--- config.mk ---
export PLATFORM = sky130hd
export DESIGN_NAME = unslotted_csma_ca_backoff_flat
export DESIGN_NICKNAME = d
export VERILOG_FILES = /design/src/hdl/usc_pkg.sv /design/src/hdl/usc_evt_if.sv /design/src/hdl/usc_res_if.sv /design/src/hdl/unslotted_csma_ca_backoff.sv /design/src/flat_wrapper.sv
export SDC_FILE = /design/constraint.sdc
export NUM_CORES = 1
export LEC_CHECK = 0
export BUFFER_PORTS_ARGS = -buffer_cell sky130_fd_sc_hd__buf_4
export CAP_MARGIN = 25
export CORE_MARGIN = 10
export CORE_UTILIZATION = 55
export CTS_CLUSTER_SIZE = 14
export DETAILED_ROUTE_END_ITERATION = 12
export GPL_ROUTABILITY_DRIVEN = 1
export PLACE_DENSITY = 0.76
export RECOVER_POWER = 25
export SLEW_MARGIN = 20
export SYNTH_ARGS = -nofsm -noshare
export SYNTH_HDL_FRONTEND = slang
export SYNTH_SLANG_ARGS = --single-unit
export TNS_END_PERCENT = 100
--- constraint.sdc ---
create_clock -name i_clk -period 5.9 [get_ports i_clk]
set_input_delay 1.18 -clock i_clk [delete_from_list [all_inputs] [get_ports i_clk]]
set_output_delay 1.18 -clock i_clk [all_outputs]
set_load 0.01 [all_outputs]
--- src/hdl/usc_pkg.sv ---
// Shared types and constants for the unslotted CSMA-CA backoff engine.
// No dependencies; every other file of the block refers to this package.
package usc_pkg;

    localparam int unsigned CmdW      = 3;
    localparam int unsigned RandW     = 8;
    localparam int unsigned ExpW      = 4;
    localparam int unsigned CountW    = 4;
    localparam int unsigned PeriodW   = 10;
    localparam int unsigned CountdownW = RandW + PeriodW;
    localparam int unsigned CfgIdxW   = 2;
    localparam int unsigned CfgDataW  = PeriodW;

    localparam logic [ExpW-1:0]    MinBeReset     = 4'd3;
    localparam logic [ExpW-1:0]    MaxBeReset     = 4'd5;
    localparam logic [CountW-1:0]  MaxBackoffsReset = 4'd4;
    localparam logic [PeriodW-1:0] UnitPeriodReset = 10'd320;
    localparam logic [CountW-1:0]  NbMax          = 4'hF;

    typedef enum logic [CmdW-1:0] {
        CMD_START   = 3'd0,
        CMD_TICK    = 3'd1,
        CMD_DENIED  = 3'd2,
        CMD_BUSY    = 3'd3,
        CMD_STARTED = 3'd4,
        CMD_ABORT   = 3'd5
    } t_cmd;

    typedef enum logic [CfgIdxW-1:0] {
        CFG_MIN_BE      = 2'd0,
        CFG_MAX_BE      = 2'd1,
        CFG_MAX_BACKOFFS = 2'd2,
        CFG_UNIT_PERIOD = 2'd3
    } t_cfg_idx;

endpackage

--- src/hdl/usc_evt_if.sv ---
// Event channel of the unslotted CSMA-CA backoff engine: one word per event.
// Depends on usc_pkg for field widths.
interface usc_evt_if;
    logic                       valid;
    logic                       ready;
    logic [usc_pkg::CmdW-1:0]   cmd;
    logic [usc_pkg::RandW-1:0]  random_value;

    modport source (output valid, output cmd, output random_value, input ready);
    modport sink   (input valid, input cmd, input random_value, output ready);
endinterface

--- src/hdl/usc_res_if.sv ---
// Result channel of the unslotted CSMA-CA backoff engine: one word per event.
// Depends on usc_pkg for field widths.
interface usc_res_if;
    logic                        valid;
    logic                        ready;
    logic                        request_transmit;
    logic                        report_failure;
    logic                        running;
    logic [usc_pkg::CountW-1:0]  backoff_count;
    logic [usc_pkg::ExpW-1:0]    backoff_exponent;

    modport source (output valid, output request_transmit, output report_failure,
                    output running, output backoff_count, output backoff_exponent,
                    input ready);
    modport sink   (input valid, input request_transmit, input report_failure,
                    input running, input backoff_count, input backoff_exponent,
                    output ready);
endinterface

--- src/hdl/unslotted_csma_ca_backoff.sv ---
// Unslotted CSMA-CA backoff engine: NB/BE tracking and backoff countdown.
// An event word goes through the input register, then the result register.
// Throughput: one event per cycle while results are taken; the input and
// result registers let a next word in while a result waits for the sink.
// Reset is synchronous and active low: procedure state clears and the
// configuration registers return to their default values.
module unslotted_csma_ca_backoff (
    input  logic                             i_clk,
    input  logic                             i_rst_n,
    input  logic                             i_cfg_we,
    input  logic [usc_pkg::CfgIdxW-1:0]      i_cfg_idx,
    input  logic [usc_pkg::CfgDataW-1:0]     i_cfg_data,
    usc_evt_if.sink                          i_evt,
    usc_res_if.source                        o_res
);

    logic [usc_pkg::ExpW-1:0]       r_min_be;
    logic [usc_pkg::ExpW-1:0]       r_max_be;
    logic [usc_pkg::CountW-1:0]     r_max_backoffs;
    logic [usc_pkg::PeriodW-1:0]    r_unit_period;

    logic                           r_in_valid;
    usc_pkg::t_cmd                  r_cmd;
    logic [usc_pkg::RandW-1:0]      r_rnd;

    logic [usc_pkg::CountW-1:0]     r_nb;
    logic [usc_pkg::ExpW-1:0]       r_be;
    logic                           r_active;
    logic                           r_waiting;
    logic [usc_pkg::CountdownW-1:0] r_countdown;

    logic                           r_out_valid;
    logic                           r_req;
    logic                           r_fail;

    logic [usc_pkg::CountW-1:0]     n_nb;
    logic [usc_pkg::ExpW-1:0]       n_be;
    logic                           n_active;
    logic                           n_waiting;
    logic [usc_pkg::CountdownW-1:0] n_countdown;
    logic                           n_req;
    logic                           n_fail;

    logic                           w_adv;
    logic                           w_fire;
    logic                           w_backoff;
    logic [usc_pkg::ExpW-1:0]       w_be_bo;
    logic [usc_pkg::RandW-1:0]      w_mask;
    logic [usc_pkg::RandW-1:0]      w_periods;
    logic [usc_pkg::CountdownW-1:0] w_backoff_len;
    logic [usc_pkg::CountW-1:0]     w_nb_inc;
    logic [usc_pkg::ExpW-1:0]       w_be_inc;

    assign w_adv       = !r_out_valid || o_res.ready;
    assign w_fire      = r_in_valid && w_adv;
    assign i_evt.ready = !r_in_valid || w_adv;

    assign w_nb_inc = (r_nb == usc_pkg::NbMax) ? r_nb : r_nb + 4'd1;
    assign w_be_inc = (r_be < r_max_be) ? r_be + 4'd1 : r_be;
    assign w_be_bo  = (r_cmd == usc_pkg::CMD_START) ? r_min_be : w_be_inc;

    always_comb begin
        if (w_be_bo >= 4'd8) begin
            w_mask = 8'hFF;
        end else begin
            w_mask = 8'((9'd1 << w_be_bo[2:0]) - 9'd1);
        end
        w_periods     = r_rnd & w_mask;
        w_backoff_len = usc_pkg::CountdownW'(w_periods)
                      * usc_pkg::CountdownW'(r_unit_period);
    end

    always_comb begin
        n_nb        = r_nb;
        n_be        = r_be;
        n_active    = r_active;
        n_waiting   = r_waiting;
        n_countdown = r_countdown;
        n_req       = 1'b0;
        n_fail      = 1'b0;
        w_backoff   = 1'b0;
        unique case (r_cmd)
            usc_pkg::CMD_START: begin
                if (!r_active) begin
                    n_active  = 1'b1;
                    n_nb      = '0;
                    n_be      = r_min_be;
                    w_backoff = 1'b1;
                end
            end
            usc_pkg::CMD_TICK: begin
                if (r_waiting) begin
                    if (r_countdown <= 18'd1) begin
                        n_countdown = '0;
                        n_waiting   = 1'b0;
                        n_req       = 1'b1;
                    end else begin
                        n_countdown = r_countdown - 18'd1;
                    end
                end
            end
            usc_pkg::CMD_DENIED, usc_pkg::CMD_BUSY: begin
                if (!r_active) begin
                    n_fail = 1'b1;
                end else begin
                    n_nb = w_nb_inc;
                    n_be = w_be_inc;
                    if (w_nb_inc < r_max_backoffs) begin
                        w_backoff = 1'b1;
                    end else begin
                        n_active    = 1'b0;
                        n_waiting   = 1'b0;
                        n_countdown = '0;
                        n_fail      = 1'b1;
                    end
                end
            end
            usc_pkg::CMD_STARTED, usc_pkg::CMD_ABORT: begin
                n_active    = 1'b0;
                n_waiting   = 1'b0;
                n_countdown = '0;
            end
            default: begin
            end
        endcase
        if (w_backoff) begin
            n_countdown = w_backoff_len;
            n_waiting   = 1'b1;
        end
    end

    always_ff @(posedge i_clk) begin
        if (!i_rst_n) begin
            r_min_be       <= usc_pkg::MinBeReset;
            r_max_be       <= usc_pkg::MaxBeReset;
            r_max_backoffs <= usc_pkg::MaxBackoffsReset;
            r_unit_period  <= usc_pkg::UnitPeriodReset;
        end else if (i_cfg_we) begin
            unique case (usc_pkg::t_cfg_idx'(i_cfg_idx))
                usc_pkg::CFG_MIN_BE:       r_min_be       <= i_cfg_data[3:0];
                usc_pkg::CFG_MAX_BE:       r_max_be       <= i_cfg_data[3:0];
                usc_pkg::CFG_MAX_BACKOFFS: r_max_backoffs <= i_cfg_data[3:0];
                usc_pkg::CFG_UNIT_PERIOD:  r_unit_period  <= i_cfg_data;
                default: begin
                end
            endcase
        end
    end

    always_ff @(posedge i_clk) begin
        if (!i_rst_n) begin
            r_in_valid <= 1'b0;
        end else if (i_evt.valid && i_evt.ready) begin
            r_in_valid <= 1'b1;
        end else if (w_adv) begin
            r_in_valid <= 1'b0;
        end
    end

    always_ff @(posedge i_clk) begin
        if (i_evt.valid && i_evt.ready) begin
            r_cmd <= usc_pkg::t_cmd'(i_evt.cmd);
            r_rnd <= i_evt.random_value;
        end
    end

    always_ff @(posedge i_clk) begin
        if (!i_rst_n) begin
            r_nb        <= '0;
            r_be        <= '0;
            r_active    <= 1'b0;
            r_waiting   <= 1'b0;
            r_countdown <= '0;
            r_out_valid <= 1'b0;
        end else begin
            if (w_adv) begin
                r_out_valid <= r_in_valid;
            end
            if (w_fire) begin
                r_nb        <= n_nb;
                r_be        <= n_be;
                r_active    <= n_active;
                r_waiting   <= n_waiting;
                r_countdown <= n_countdown;
            end
        end
    end

    always_ff @(posedge i_clk) begin
        if (w_fire) begin
            r_req  <= n_req;
            r_fail <= n_fail;
        end
    end

    assign o_res.valid            = r_out_valid;
    assign o_res.request_transmit = r_req;
    assign o_res.report_failure   = r_fail;
    assign o_res.running          = r_active;
    assign o_res.backoff_count    = r_nb;
    assign o_res.backoff_exponent = r_be;

`ifndef SYNTHESIS
    a_wait_needs_active: assert property (@(posedge i_clk) disable iff (!i_rst_n)
        r_waiting |-> r_active)
        else $error("Backoff countdown in progress without a running procedure.");

    a_countdown_needs_wait: assert property (@(posedge i_clk) disable iff (!i_rst_n)
        (r_countdown != '0) |-> r_waiting)
        else $error("Countdown left nonzero outside a backoff.");

    a_req_fail_exclusive: assert property (@(posedge i_clk) disable iff (!i_rst_n)
        r_out_valid |-> !(r_req && r_fail))
        else $error("Transmit request and failure reported for one event.");

    a_fail_stops: assert property (@(posedge i_clk) disable iff (!i_rst_n)
        (r_out_valid && r_fail) |-> !r_active)
        else $error("Failure reported while the procedure still runs.");
`endif

endmodule

--- src/flat_wrapper.sv ---
// flat-port wrapper written by rule: the top's interface ports become plain ports
module unslotted_csma_ca_backoff_flat 
  (i_clk, i_rst_n, i_cfg_we, i_cfg_idx, i_cfg_data, i_evt_valid, i_evt_cmd, i_evt_random_value, i_evt_ready, o_res_valid, o_res_request_transmit, o_res_report_failure, o_res_running, o_res_backoff_count, o_res_backoff_exponent, o_res_ready);
  usc_evt_if i_evt_i ();
  usc_res_if o_res_i ();
  input  logic i_clk;
  input  logic i_rst_n;
  input  logic i_cfg_we;
  input  logic [usc_pkg::CfgIdxW-1:0] i_cfg_idx;
  input  logic [usc_pkg::CfgDataW-1:0] i_cfg_data;
  input wire logic [$bits(i_evt_i.valid)-1:0] i_evt_valid;
  input wire logic [$bits(i_evt_i.cmd)-1:0] i_evt_cmd;
  input wire logic [$bits(i_evt_i.random_value)-1:0] i_evt_random_value;
  output wire logic [$bits(i_evt_i.ready)-1:0] i_evt_ready;
  output wire logic [$bits(o_res_i.valid)-1:0] o_res_valid;
  output wire logic [$bits(o_res_i.request_transmit)-1:0] o_res_request_transmit;
  output wire logic [$bits(o_res_i.report_failure)-1:0] o_res_report_failure;
  output wire logic [$bits(o_res_i.running)-1:0] o_res_running;
  output wire logic [$bits(o_res_i.backoff_count)-1:0] o_res_backoff_count;
  output wire logic [$bits(o_res_i.backoff_exponent)-1:0] o_res_backoff_exponent;
  input wire logic [$bits(o_res_i.ready)-1:0] o_res_ready;
  assign i_evt_i.valid = i_evt_valid;
  assign i_evt_i.cmd = i_evt_cmd;
  assign i_evt_i.random_value = i_evt_random_value;
  assign i_evt_ready = i_evt_i.ready;
  assign o_res_valid = o_res_i.valid;
  assign o_res_request_transmit = o_res_i.request_transmit;
  assign o_res_report_failure = o_res_i.report_failure;
  assign o_res_running = o_res_i.running;
  assign o_res_backoff_count = o_res_i.backoff_count;
  assign o_res_backoff_exponent = o_res_i.backoff_exponent;
  assign o_res_i.ready = o_res_ready;
  unslotted_csma_ca_backoff u_core (.i_clk(i_clk), .i_rst_n(i_rst_n), .i_cfg_we(i_cfg_we), .i_cfg_idx(i_cfg_idx), .i_cfg_data(i_cfg_data), .i_evt(i_evt_i), .o_res(o_res_i));
endmodule
==> results of run 1 <==
cells by family (layout without fill, tap and decap cells):
| logic type | count (synthesis) | in the layout | synth area share, % |
|---|---|---|---|
| AOI/OAI and AO/OA | 187 | 187 | 19.8 |
| xor gates and xnor gates | 16 | 16 | 2.20 |
| adders and majority gates | 97 | 97 | 24.7 |
| buffers and inverters | 127 | 222 | 8.04 |
| DFF | 65 | 65 | 22.4 |
| muxes | 13 | 13 | 2.08 |
| and+or+nand+nor | 273 | 273 | 20.8 |
layout by cell type, fill, tap and decap left out, types with 12 or more instances in the layout:
master	count
and2_1	25
o211ai_1	15
edfxtp_1	13
buf_4	95
nand2_1	85
nor3_1	17
o21ai_0	21
ha_1	38
a21oi_1	48
nor2_1	59
dfxtp_1	47
nand3_1	15
fa_1	44
inv_2	12
inv_1	79
and3_1	12
sequential cells by signal, indices dropped and copies added, names as in the netlist:
name	flops
u_core.r_cmd	3
u_core.r_max_be	4
u_core.o_res.report_failure	1
u_core.r_waiting	1
u_core.o_res.backoff_count	4
u_core.o_res.valid	1
u_core.o_res.backoff_exponent	4
u_core.r_max_backoffs	4
u_core.o_res.request_transmit	1
u_core.o_res.running	1
u_core.r_min_be	4
u_core.r_in_valid	1
u_core.r_rnd	8
u_core.r_countdown	18
u_core.r_unit_period	10
how the worst min path moves through the flow:
stage / end / slack [ns] / start / cells past startpoint
final: u_core.r_max_be[0]$_SDFFE_PN1P_ / 0.48 / u_core.r_max_be[0]$_SDFFE_PN1P_ / 2
after global routing: u_core.r_max_be[0]$_SDFFE_PN1P_ / 0.53 / u_core.r_max_be[0]$_SDFFE_PN1P_ / 2
after CTS: u_core.r_max_be[0]$_SDFFE_PN1P_ / 0.47 / u_core.r_max_be[0]$_SDFFE_PN1P_ / 2
after detailed placement: u_core.r_max_be[0]$_SDFFE_PN1P_ / 0.45 / u_core.r_max_be[0]$_SDFFE_PN1P_ / 2
after global placement: u_core.r_max_be[0]$_SDFFE_PN1P_ / 0.45 / u_core.r_max_be[0]$_SDFFE_PN1P_ / 2
after floorplan: u_core.r_max_be[0]$_SDFFE_PN1P_ / 0.44 / u_core.r_max_be[0]$_SDFFE_PN1P_ / 2
final cells by class:
class | count | share of cell area [%]
clock buffers | 10 | 2.99
clock inverters | 6 | 1.02
repair buffers | 114 | 10.8
well taps | 143 | 2.24
flip-flops and latches | 65 | 18.0
multi-input cells | 586 | 60.6
inverters | 92 | 4.35
worst max-delay path, delay by kind of cell, from the launching register on:
kind            cells  cell delay [ns]
compound gates     11             2.24
xor+xnor            1             0.12
fa+ha+maj           7             2.74
buf+inv             7             0.46
flops               1             0.34
simple gates        2             0.19
power groups by stage:
stage          registers (uW)  clock network, uW  logic [uW]
6_report                  493                576         416
5_1_grt                   495                601         457
4_1_cts                   492                584         387
3_5_place_dp              501                  0         376
3_3_place_gp              500                  0         366
2_1_floorplan             490                  0         264
per-stage QoR:
step           cells  hold WS (ns)  TNS (ns)  area [sq um]  util (%)
4_1_cts         1009         0.466     -1.13          7790      68.5
3_3_place_gp     990         0.453    -0.468          7360      64.8
6_report        1016         0.478     -1.19          8000      70.3
5_1_grt         1016         0.526     -3.95          8000      70.3
3_5_place_dp     990         0.452     -1.87          7360      64.8
2_1_floorplan    778         0.436         0          6590         -
per-layer routing:
layer	wire length, microns	track usage [%]
met2	9080	37.5
met3	1050	4.80
met5	0	0
met4	479	8.74
met1	7590	26.6
repair_timing:
action | 4_1_cts | 5_1_grt
buffers inserted | 3 | 8
resized for setup | 25 | 43
pin swaps | 17 | 52
endpoints found under the setup margin | 11 | 12
==> metrics.md, run 1 <==
| Metric | Value |
|---|---|
| Post-Syn Instances | 778 |
| Seq pwr share | 33.2% |
| Clk slew on worst S/H paths | 0.05 ns |
| Total Power | 1490 uW |
| IO Pins | 41 |
| Critical Path End | u_core.r_countdown[16]$_SDFFE_PN0P_ |
| Clk_lat worst skew | 0.34 ns |
| Cell area after synthesis | 6380 sq um |
| Routability cong. | 0.993 |
| Synth top cells by count | 92 x inv_1, 85 x nand2_1, 63 x nor2_1, 58 x a21oi_1, 52 x dfxtp_1 |
| Maximum clock insertion buffer count | 2 |
| DR pass1 iterations | 5 |
| # diodes | 0 |
| Avg Inst Size Synth | approximately 8.2 sq um |
| Row count | 39 |
| Main synth FF type | dfxtp_1 |
| Unique masters post-synth | 71 |
| Syn Nets | 903 |
| R2R Setup Slk | -0.29 ns |
| Multi-input combinational cell area | a little under 5000 sq um |
| Top cell type's share of synthesized area | 16.3% |
| Initial antenna violation count | 0 |
| Largest net degree at the start of global routing | 33 |
| Outcome | finished, violations left |
| Drt total wl | 18200 microns |
| CP max stage delay | about 0.54 ns |
| Via count | 6040 |
| GRT overflow | 0 |
| TritonCTS clock tree | yes |
| Yosys warnings | 0 |
| Fmax | 162 MHz |
| Worst R2R End | u_core.r_countdown[16]$_SDFFE_PN0P_ |
| Worst slew pin tran | 1.56 ns |
| Pleak | 0.00361 uW |
| First DRT Iteration DRCs | 551 |
| Synth top area cells | dfxtp_1 16%, fa_1 15%, ha_1 9.6% |
| Worst VDD drop | 0.000132 V |
| Logic pwr share | between 20 and 30% |
| #FFs+latches synth | 65 |
| Area Overhead vs Synth | 25.3% |
| PD cells | about 190 nW/um^2 |
| # fillers | 911 |
| Die X | 128 microns |
| Register area share after synthesis | 22.4% |
| H-Tree Depth | 3 |
| Worst path arrival time | 6.43 ns |
| CP Class | reg -> reg |
| DRC viols | 0 |
| Critical-path maximum fanout | 4 |
| Internal | 1030 uW |
| Most frequent cell after synthesis | inv_1 |
| Setup crit start kind | register |
| P_sw | between 400 and 500 uW |
| Die Y | 128 microns |
| Root buffer cell | clkbuf_16 |
| Register area | 1440 sq um |
| Fin. max-slew vios | 33 |
| Wire per inst | 17.9 microns |
| Count of flip-flops with a built-in enable after synthesis | 13 |
| Failing checks | capacitance limit, slew limit, setup timing |
| Post-synthesis async set-or-reset flop share | 0% |
| Min Tclk post-route | around 6.2 ns |
| CP Capture Type | register |
| Worst path required time | roughly 6 ns |
| Setup ws final | -0.290 ns |
| Vias in the first global route | around 6300 |
| Final setup viols | 8 |
| Fin Clk Skew | roughly 0.0096 ns |
| Final Hold Fails | 0 |
| Final worst path period share | 105% |
| Num CTS Buffers | 9 |
| CTS Sinks | 65 |
| Share of layout cells above drive strength 1 | 25.0% |
| Final net count | 993 |
| Port-buffer cells | 40 |
| Sw frac | 30.7% |
| First-pass GRT wire length | 29800 microns |
| Routed Antenna Nets | 0 |
| CP startpoint | u_core.r_max_be[1]$_SDFFE_PN0P_ |
| R2R depth | 28 |
| Die area | 16300 sq um |
| Slowest CP cell | fa_1 |
| Max cap viols | 1 |
| Slew margin rel. | -3.93% |
| Hpwl dp | about 14000 microns |
| Origin of the critical flop-to-flop path | u_core.r_max_be[1]$_SDFFE_PN0P_ |
| Hold buffer count at CTS | 0 |
| Clock power frac | 38.8% |
| Initial Util | between 50% and 60% |
| Vias/cell | roughly 6 |
| Gr usage total | 22.1% |
| Core Area | 11400 sq um |
| RSZ-0062 raised after global routing | yes |
| HP Class | reg -> reg |
| Area leader, netlist | dfxtp_1 |
| Worst slack, placed | -0.371 ns |
Note: power is estimated with default switching activity, not from simulation.
==> run 2: changes to the inputs <==
Settings changed: BUFFER_PORTS_ARGS -buffer_cell sky130_fd_sc_hd__buf_4 to -buffer_cell sky130_fd_sc_hd__buf_2.
==> run 2 against run 1 <==
The flow finishes with violations (setup timing); clock skew shrank 0.0037 ns; worst hold slack better by 0.017 ns; register-to-register slack worse by 0.08 ns; clock power shrank 3.8%; largest power group unchanged; highest routed layer unchanged.
==> metrics.md, run 2 (same netlist as run 1, synthesis figures left out) <==
| Metric | Value |
|---|---|
| Routed Antenna Nets | 0 |
| CP startpoint | u_core.r_max_be[1]$_SDFFE_PN0P_ |
| Met2 WL | 9100 microns |
| CTS Sinks | 65 |
| Final setup viols | 10 |
| CP bufs+invs | 7 |
| Worst R2R End | u_core.r_countdown[16]$_SDFFE_PN0P_ |
| Largest net degree at the start of global routing | 29 |
| First-pass GRT wire length | 30300 microns |
| Max reg flops | 18 |
| Initial Util | 56.1% |
| Vias/cell | 5.89 |
| Most flops, register | u_core.r_countdown |
| Placed insts | roughly 1000 |
| Most frequent cells in the layout | 84 x nand2_1, 81 x inv_1, 78 x buf_4 |
| RSZ-0062 raised after global routing | yes |
| Non-Filler Instances | slightly above 1000 |
| Port-buffer cells | 40 |
| Core Area | between 10000 and 15000 sq um |
| Worst path arrival time | 6.49 ns |
| # diodes | 0 |
| Critical-path maximum fanout | 4 |
| R2R Setup Slk | -0.37 ns |
| Worst path required time | 6.12 ns |
| DR pass1 iterations | 6 |
| R2R depth | 29 |
| Max cap viols | 0 |
| Root buffer cell | clkbuf_16 |
| P_sw | 448 uW |
| First DRT Iteration DRCs | 403 |
| Vias in the first global route | 6155 |
| Worst path depth | 29 |
| H-Tree Depth | 3 |
| Clock power frac | 37.9% |
| Setup ws final | -0.371 ns |
| Row count | 39 |
| Fin Clk Skew | approximately 0.0059 ns |
| Hold buffer count at CTS | 0 |
| Fmax | 159 MHz |
| Die Y | 128 microns |
| Area Overhead vs Synth | 24.5% |
| Slew margin rel. | 37.4% |
| Logic pwr share | 28.3% |
| Design Area, Final | 7950 sq um |
| Slowest CP cell | fa_1 |
| Final worst path period share | 106% |
| Fin. max-slew vios | 0 |
| Worst slew pin tran | 0.939 ns |
| TritonCTS clock tree | yes |
| Min Tclk post-route | 6.27 ns |
| DRC viols | 0 |
| CP max stage delay | ~0.53 ns |
| Gr usage total | 22.5% |
| Largest regs | u_core.r_countdown x18, u_core.r_unit_period x10, u_core.r_rnd x8 |
| IO Pins | 41 |
| Post-Route Setup TNS | -1.93 ns |
| Clk_lat worst skew | 0.34 ns |
| Most common cell after layout, fill and taps aside | nand2_1 |
| Outcome | finished, violations left |
| Sw frac | between 30 and 40% |
| Via count | 6028 |
| CP Capture Type | register |
| Internal | 1010 uW |
| Critical Path Most Common Cell | fa_1 |
| Origin of the critical flop-to-flop path | u_core.r_max_be[1]$_SDFFE_PN0P_ |
| Worst VDD drop | between 0.0002 and 0.00025 V |
| Final Hold Fails | 0 |
| HP Class | reg -> reg |
| Pleak | ~0.0036 uW |
| Hpwl dp | roughly 14000 microns |
| WL met1 | around 7700 microns |
| Die area | 16300 sq um |
| Num CTS Buffers | 9 |
| Routability cong. | 0.970 |
| Met3 wire length | 869 microns |
| Critical Path End | u_core.r_countdown[16]$_SDFFE_PN0P_ |
| Final net count | 1002 |
| Share of layout cells above drive strength 1 | approximately a quarter |
| GRT overflow | 0 |
| PD cells | about 180 nW/um^2 |
| Clk slew on worst S/H paths | 0.05 ns |
| Drt total wl | 18200 microns |
| Initial antenna violation count | 0 |
| Die X | between 100 and 150 microns |
| Total Power | about 1500 uW |
| Seq pwr share | 33.7% |
| Post-Place Cell Area | about 7300 sq um |
| Wire per inst | 17.7 microns |
| Delay-heaviest family, CP | adder cells |
| Maximum clock insertion buffer count | 2 |
| Failing checks | setup timing |
| Setup crit start kind | register |
| CP Class | reg -> reg |
| Top Layer Used | met4 |
## run 2: repair_timing
action / 4_1_cts / 5_1_grt
gates resized for setup: 26 / 36
pin swaps: 23 / 30
buffers inserted: 5 / 6
setup endpoints to repair: 11 / 12
## run 2: routing by layer
| metal | global-route usage [%] | vias up |
|---|---|---|
| met5 | 0 | - |
| met2 | 38.0 | 194 |
| met4 | 9.07 | 0 |
| li1 | - | 2880 |
| met1 | 27.7 | 2908 |
| met3 | 4.14 | 46 |
## run 2: how the worst min path moves through the flow
stage                                          from                              end  depth (start not counted)
finish              u_core.r_max_be[0]$_SDFFE_PN1P_  u_core.r_max_be[0]$_SDFFE_PN1P_                          2
floorplan           u_core.r_max_be[0]$_SDFFE_PN1P_  u_core.r_max_be[0]$_SDFFE_PN1P_                          2
CTS                 u_core.r_max_be[0]$_SDFFE_PN1P_  u_core.r_max_be[0]$_SDFFE_PN1P_                          2
detailed placement  u_core.r_max_be[0]$_SDFFE_PN1P_  u_core.r_max_be[0]$_SDFFE_PN1P_                          2
global placement    u_core.r_max_be[0]$_SDFFE_PN1P_  u_core.r_max_be[0]$_SDFFE_PN1P_                          2
global route        u_core.r_max_be[0]$_SDFFE_PN1P_  u_core.r_max_be[0]$_SDFFE_PN1P_                          2
## run 2: power groups by stage
stage / registers (uW) / logic (uW) / clock network, uW
2_1_floorplan: 490 / 264 / 0
3_3_place_gp: 500 / 362 / 0
3_5_place_dp: 501 / 373 / 0
4_1_cts: 492 / 389 / 560
5_1_grt: 494 / 456 / 578
6_report: 493 / 414 / 554
## run 2: area by class of cell
cell class,count,area (sq um)
fillers,928,3420
well taps,143,179
multi-input cells,586,4850
inverters,92,348
flip-flops and latches,65,1440
clock buffers,11,233
repair buffers,123,832
clock inverters,4,68.8
## run 2: tightest hold or removal path: cells and delay by family (launching register included)
kind	cells	cell delay, ns
flops	1	0.33
mux	1	0.08
simple gates	1	0.06
## run 2: per-stage QoR
step	util, %	worst slack, ns	hold WS (ns)
3_5_place_dp	64.4	-0.372	0.470
5_1_grt	69.9	-0.604	0.521
2_1_floorplan	-	0.00136	0.436
4_1_cts	68.1	-0.256	0.484
6_report	69.9	-0.371	0.495
3_3_place_gp	64.4	-0.211	0.453
==> run 3: changes to the inputs <==
--- a/config.mk
+++ b/config.mk
@@ -13,3 +13,3 @@
 export DETAILED_ROUTE_END_ITERATION = 12
-export GPL_ROUTABILITY_DRIVEN = 1
+export GPL_ROUTABILITY_DRIVEN = 0
 export PLACE_DENSITY = 0.76
==> constraint.sdc (replaced) <==
create_clock -name i_clk -period 5.9 [get_ports i_clk]
set_input_delay 1.77 -clock i_clk [delete_from_list [all_inputs] [get_ports i_clk]]
set_output_delay 1.77 -clock i_clk [all_outputs]
set_load 0.01 [all_outputs]
==> run 3 against run 2 <==
The flow still finishes with violations (setup timing); sequential cell count is the same; clock power shrank 3%; sequential share of layout area shrank 0.37 points; critical path depth is the same; power grew 0.34%; first-iteration DRC count grew 49%; critical path type unchanged; largest power group unchanged.
==> metrics.md, run 3 (same netlist as run 1, synthesis figures left out) <==
| Metric | Value |
|---|---|
| Outcome | finished, violations left |
| Failing checks | setup timing |
| Area Overhead vs Synth | 27.2% |
| HP Class | reg -> reg |
| Total Power | 1470 uW |
| Most common cell after layout, fill and taps aside | nand2_1 |
| Largest net degree at the start of global routing | 28 |
| Vias in the first global route | 6402 |
| Worst slew pin tran | around 0.87 ns |
| P_sw | 493 uW |
| Met2 WL | between 9000 and 10000 microns |
| Top Layer Used | met4 |
| Fin Clk Skew | around 0.012 ns |
| DR pass1 iterations | 6 |
| Initial antenna violation count | 0 |
| Sw frac | 33.6% |
| Clk slew on worst S/H paths | 0.06 ns |
| Max reg flops | 18 |
| Met3 wire length | 1250 microns |
| Row count | 39 |
| Final net count | 1010 |
| Num CTS Buffers | 9 |
| Root buffer cell | clkbuf_16 |
| Port-buffer cells | 40 |
| # fillers | roughly 800 |
| Gr usage total | 23.4% |
| WL met1 | around 7700 microns |
| GRT overflow | 0 |
| Worst path arrival time | 6.58 ns |
| Drt total wl | 19700 microns |
| Critical-path maximum fanout | 4 |
| CP Class | reg -> reg |
| DRC viols | 0 |
| Slowest CP cell | fa_1 |
| CTS Sinks | 65 |
| Fmax | between 150 and 200 MHz |
| Min Tclk post-route | 6.35 ns |
| Setup ws final | -0.447 ns |
| Initial Util | 56.1% |
| Worst VDD drop | 0.000108 V |
| Worst path required time | 6.13 ns |
| Worst hold margin | 0.489 ns |
| Core Area | ~11000 sq um |
| Hpwl dp | 13500 microns |
| Fin. max-slew vios | 0 |
| Via count | roughly 6300 |
| CP bufs+invs | 7 |
| Most frequent cells in the layout | 82 x nand2_1, 79 x buf_4, 76 x inv_1 |
| Setup crit start kind | register |
| IO Pins | 41 |
| Fin util | 71.4% |
| Logic pwr share | 29.8% |
| PD cells | 181 nW/um^2 |
| Final Hold Fails | 0 |
| Clock power frac | 36.6% |
| Final setup viols | 11 |
| Max cap viols | 0 |
| Pleak | 0.00371 uW |
| Routed Antenna Nets | 0 |
| Non-Filler Instances | a little over 1000 |
| Slew margin rel. | 42.0% |
| Largest regs | u_core.r_countdown x18, u_core.r_unit_period x10, u_core.r_rnd x8 |
| Delay-heaviest family, CP | adder cells |
| TritonCTS clock tree | yes |
| Die Y | 128 microns |
| Share of layout cells above drive strength 1 | 27.9% |
| Placed insts | 996 |
| Most flops, register | u_core.r_countdown |
| H-Tree Depth | 3 |
| CP Capture Type | register |
| Die area | 16300 sq um |
| Clk_lat worst skew | ~0.35 ns |
| Hold buffer count at CTS | 0 |
| Maximum clock insertion buffer count | 2 |
| First-pass GRT wire length | 31500 microns |
| RSZ-0062 raised after global routing | yes |
| Seq pwr share | 33.6% |
| Final worst path period share | 108% |
| First DRT Iteration DRCs | 601 |
| # diodes | 0 |
| Wire per inst | 19.1 microns |
| Die X | 128 microns |
| CP max stage delay | 0.55 ns |
| Internal | between 900 and 1000 uW |
| Vias/cell | ~6 |
==> run 3: cell types whose count changed in the layout (fill, tap and decap cells not counted), moves of 3 or more <==
cell and change:
o21ai_0 +3, inv_2 +4, o21ai_1 -4, a31oi_1 -3
inv_4 +4, inv_1 -5, buf_6 +6
==> run 3: final timing paths <==
| path | start | to | slack (ns) | cells after the start |
|---|---|---|---|---|
| worst min-delay path | u_core.r_max_be[0]$_SDFFE_PN1P_ | u_core.r_max_be[0]$_SDFFE_PN1P_ | 0.49 | 2 |
| worst min register to register | u_core.r_max_be[0]$_SDFFE_PN1P_ | u_core.r_max_be[0]$_SDFFE_PN1P_ | 0.49 | 2 |
| worst max-delay path | u_core.r_max_be[1]$_SDFFE_PN0P_ | u_core.r_countdown[16]$_SDFFE_PN0P_ | -0.45 | 29 |
| worst max register to register | u_core.r_max_be[1]$_SDFFE_PN0P_ | u_core.r_countdown[16]$_SDFFE_PN0P_ | -0.45 | 29 |
==> run 3: tightest hold or removal path, cell delays in order (launching register included) <==
cell     delay [ns]
dfxtp_1        0.33
mux2i_1        0.07
nand2_1        0.06
==> run 3: power groups by stage <==
stage	registers (uW)	logic, uW	clock network [uW]
after CTS	491	391	535
after global routing	494	477	563
after detailed placement	501	370	0
after floorplan	490	264	0
after global placement	500	360	0
final	493	437	537
==> run 3: timing repair <==
action | CTS | global route
setup buffers | 10 | 13
gates resized for setup | 34 | 55
setup endpoints to repair | 11 | 12
pin swaps | 20 | 49
==> run 3: final cells by class <==
type                            instances  area (sq um)  area share, %
Multi-Input combinational cell        586          4930           60.7
Sequential cell                        65          1440           17.7
Clock buffer                           10           250           3.08
Timing Repair Buffer                  131           925           11.4
Clock inverter                          6          45.0          0.555
Inverter                               92           350           4.32
Tap cell                              143           179           2.20
==> run 3: routing by layer <==
layer | global-route usage [%] | up-vias
li1 | - | 2898
met1 | 26.9 | 3065
met2 | 41.4 | 268
met3 | 5.25 | 66
met4 | 8.21 | 0
met5 | 0 | -
==> run 3: per-stage QoR <==
stage / setup TNS, ns / instance area, sq um / setup WS [ns]
floorplan: 0 / 6590 / 0.00136
global placement: -0.780 / 7310 / -0.284
detailed placement: -1.55 / 7310 / -0.353
CTS: -0.745 / 7790 / -0.250
global route: -4.99 / 8120 / -0.671
finish: -2.54 / 8120 / -0.447
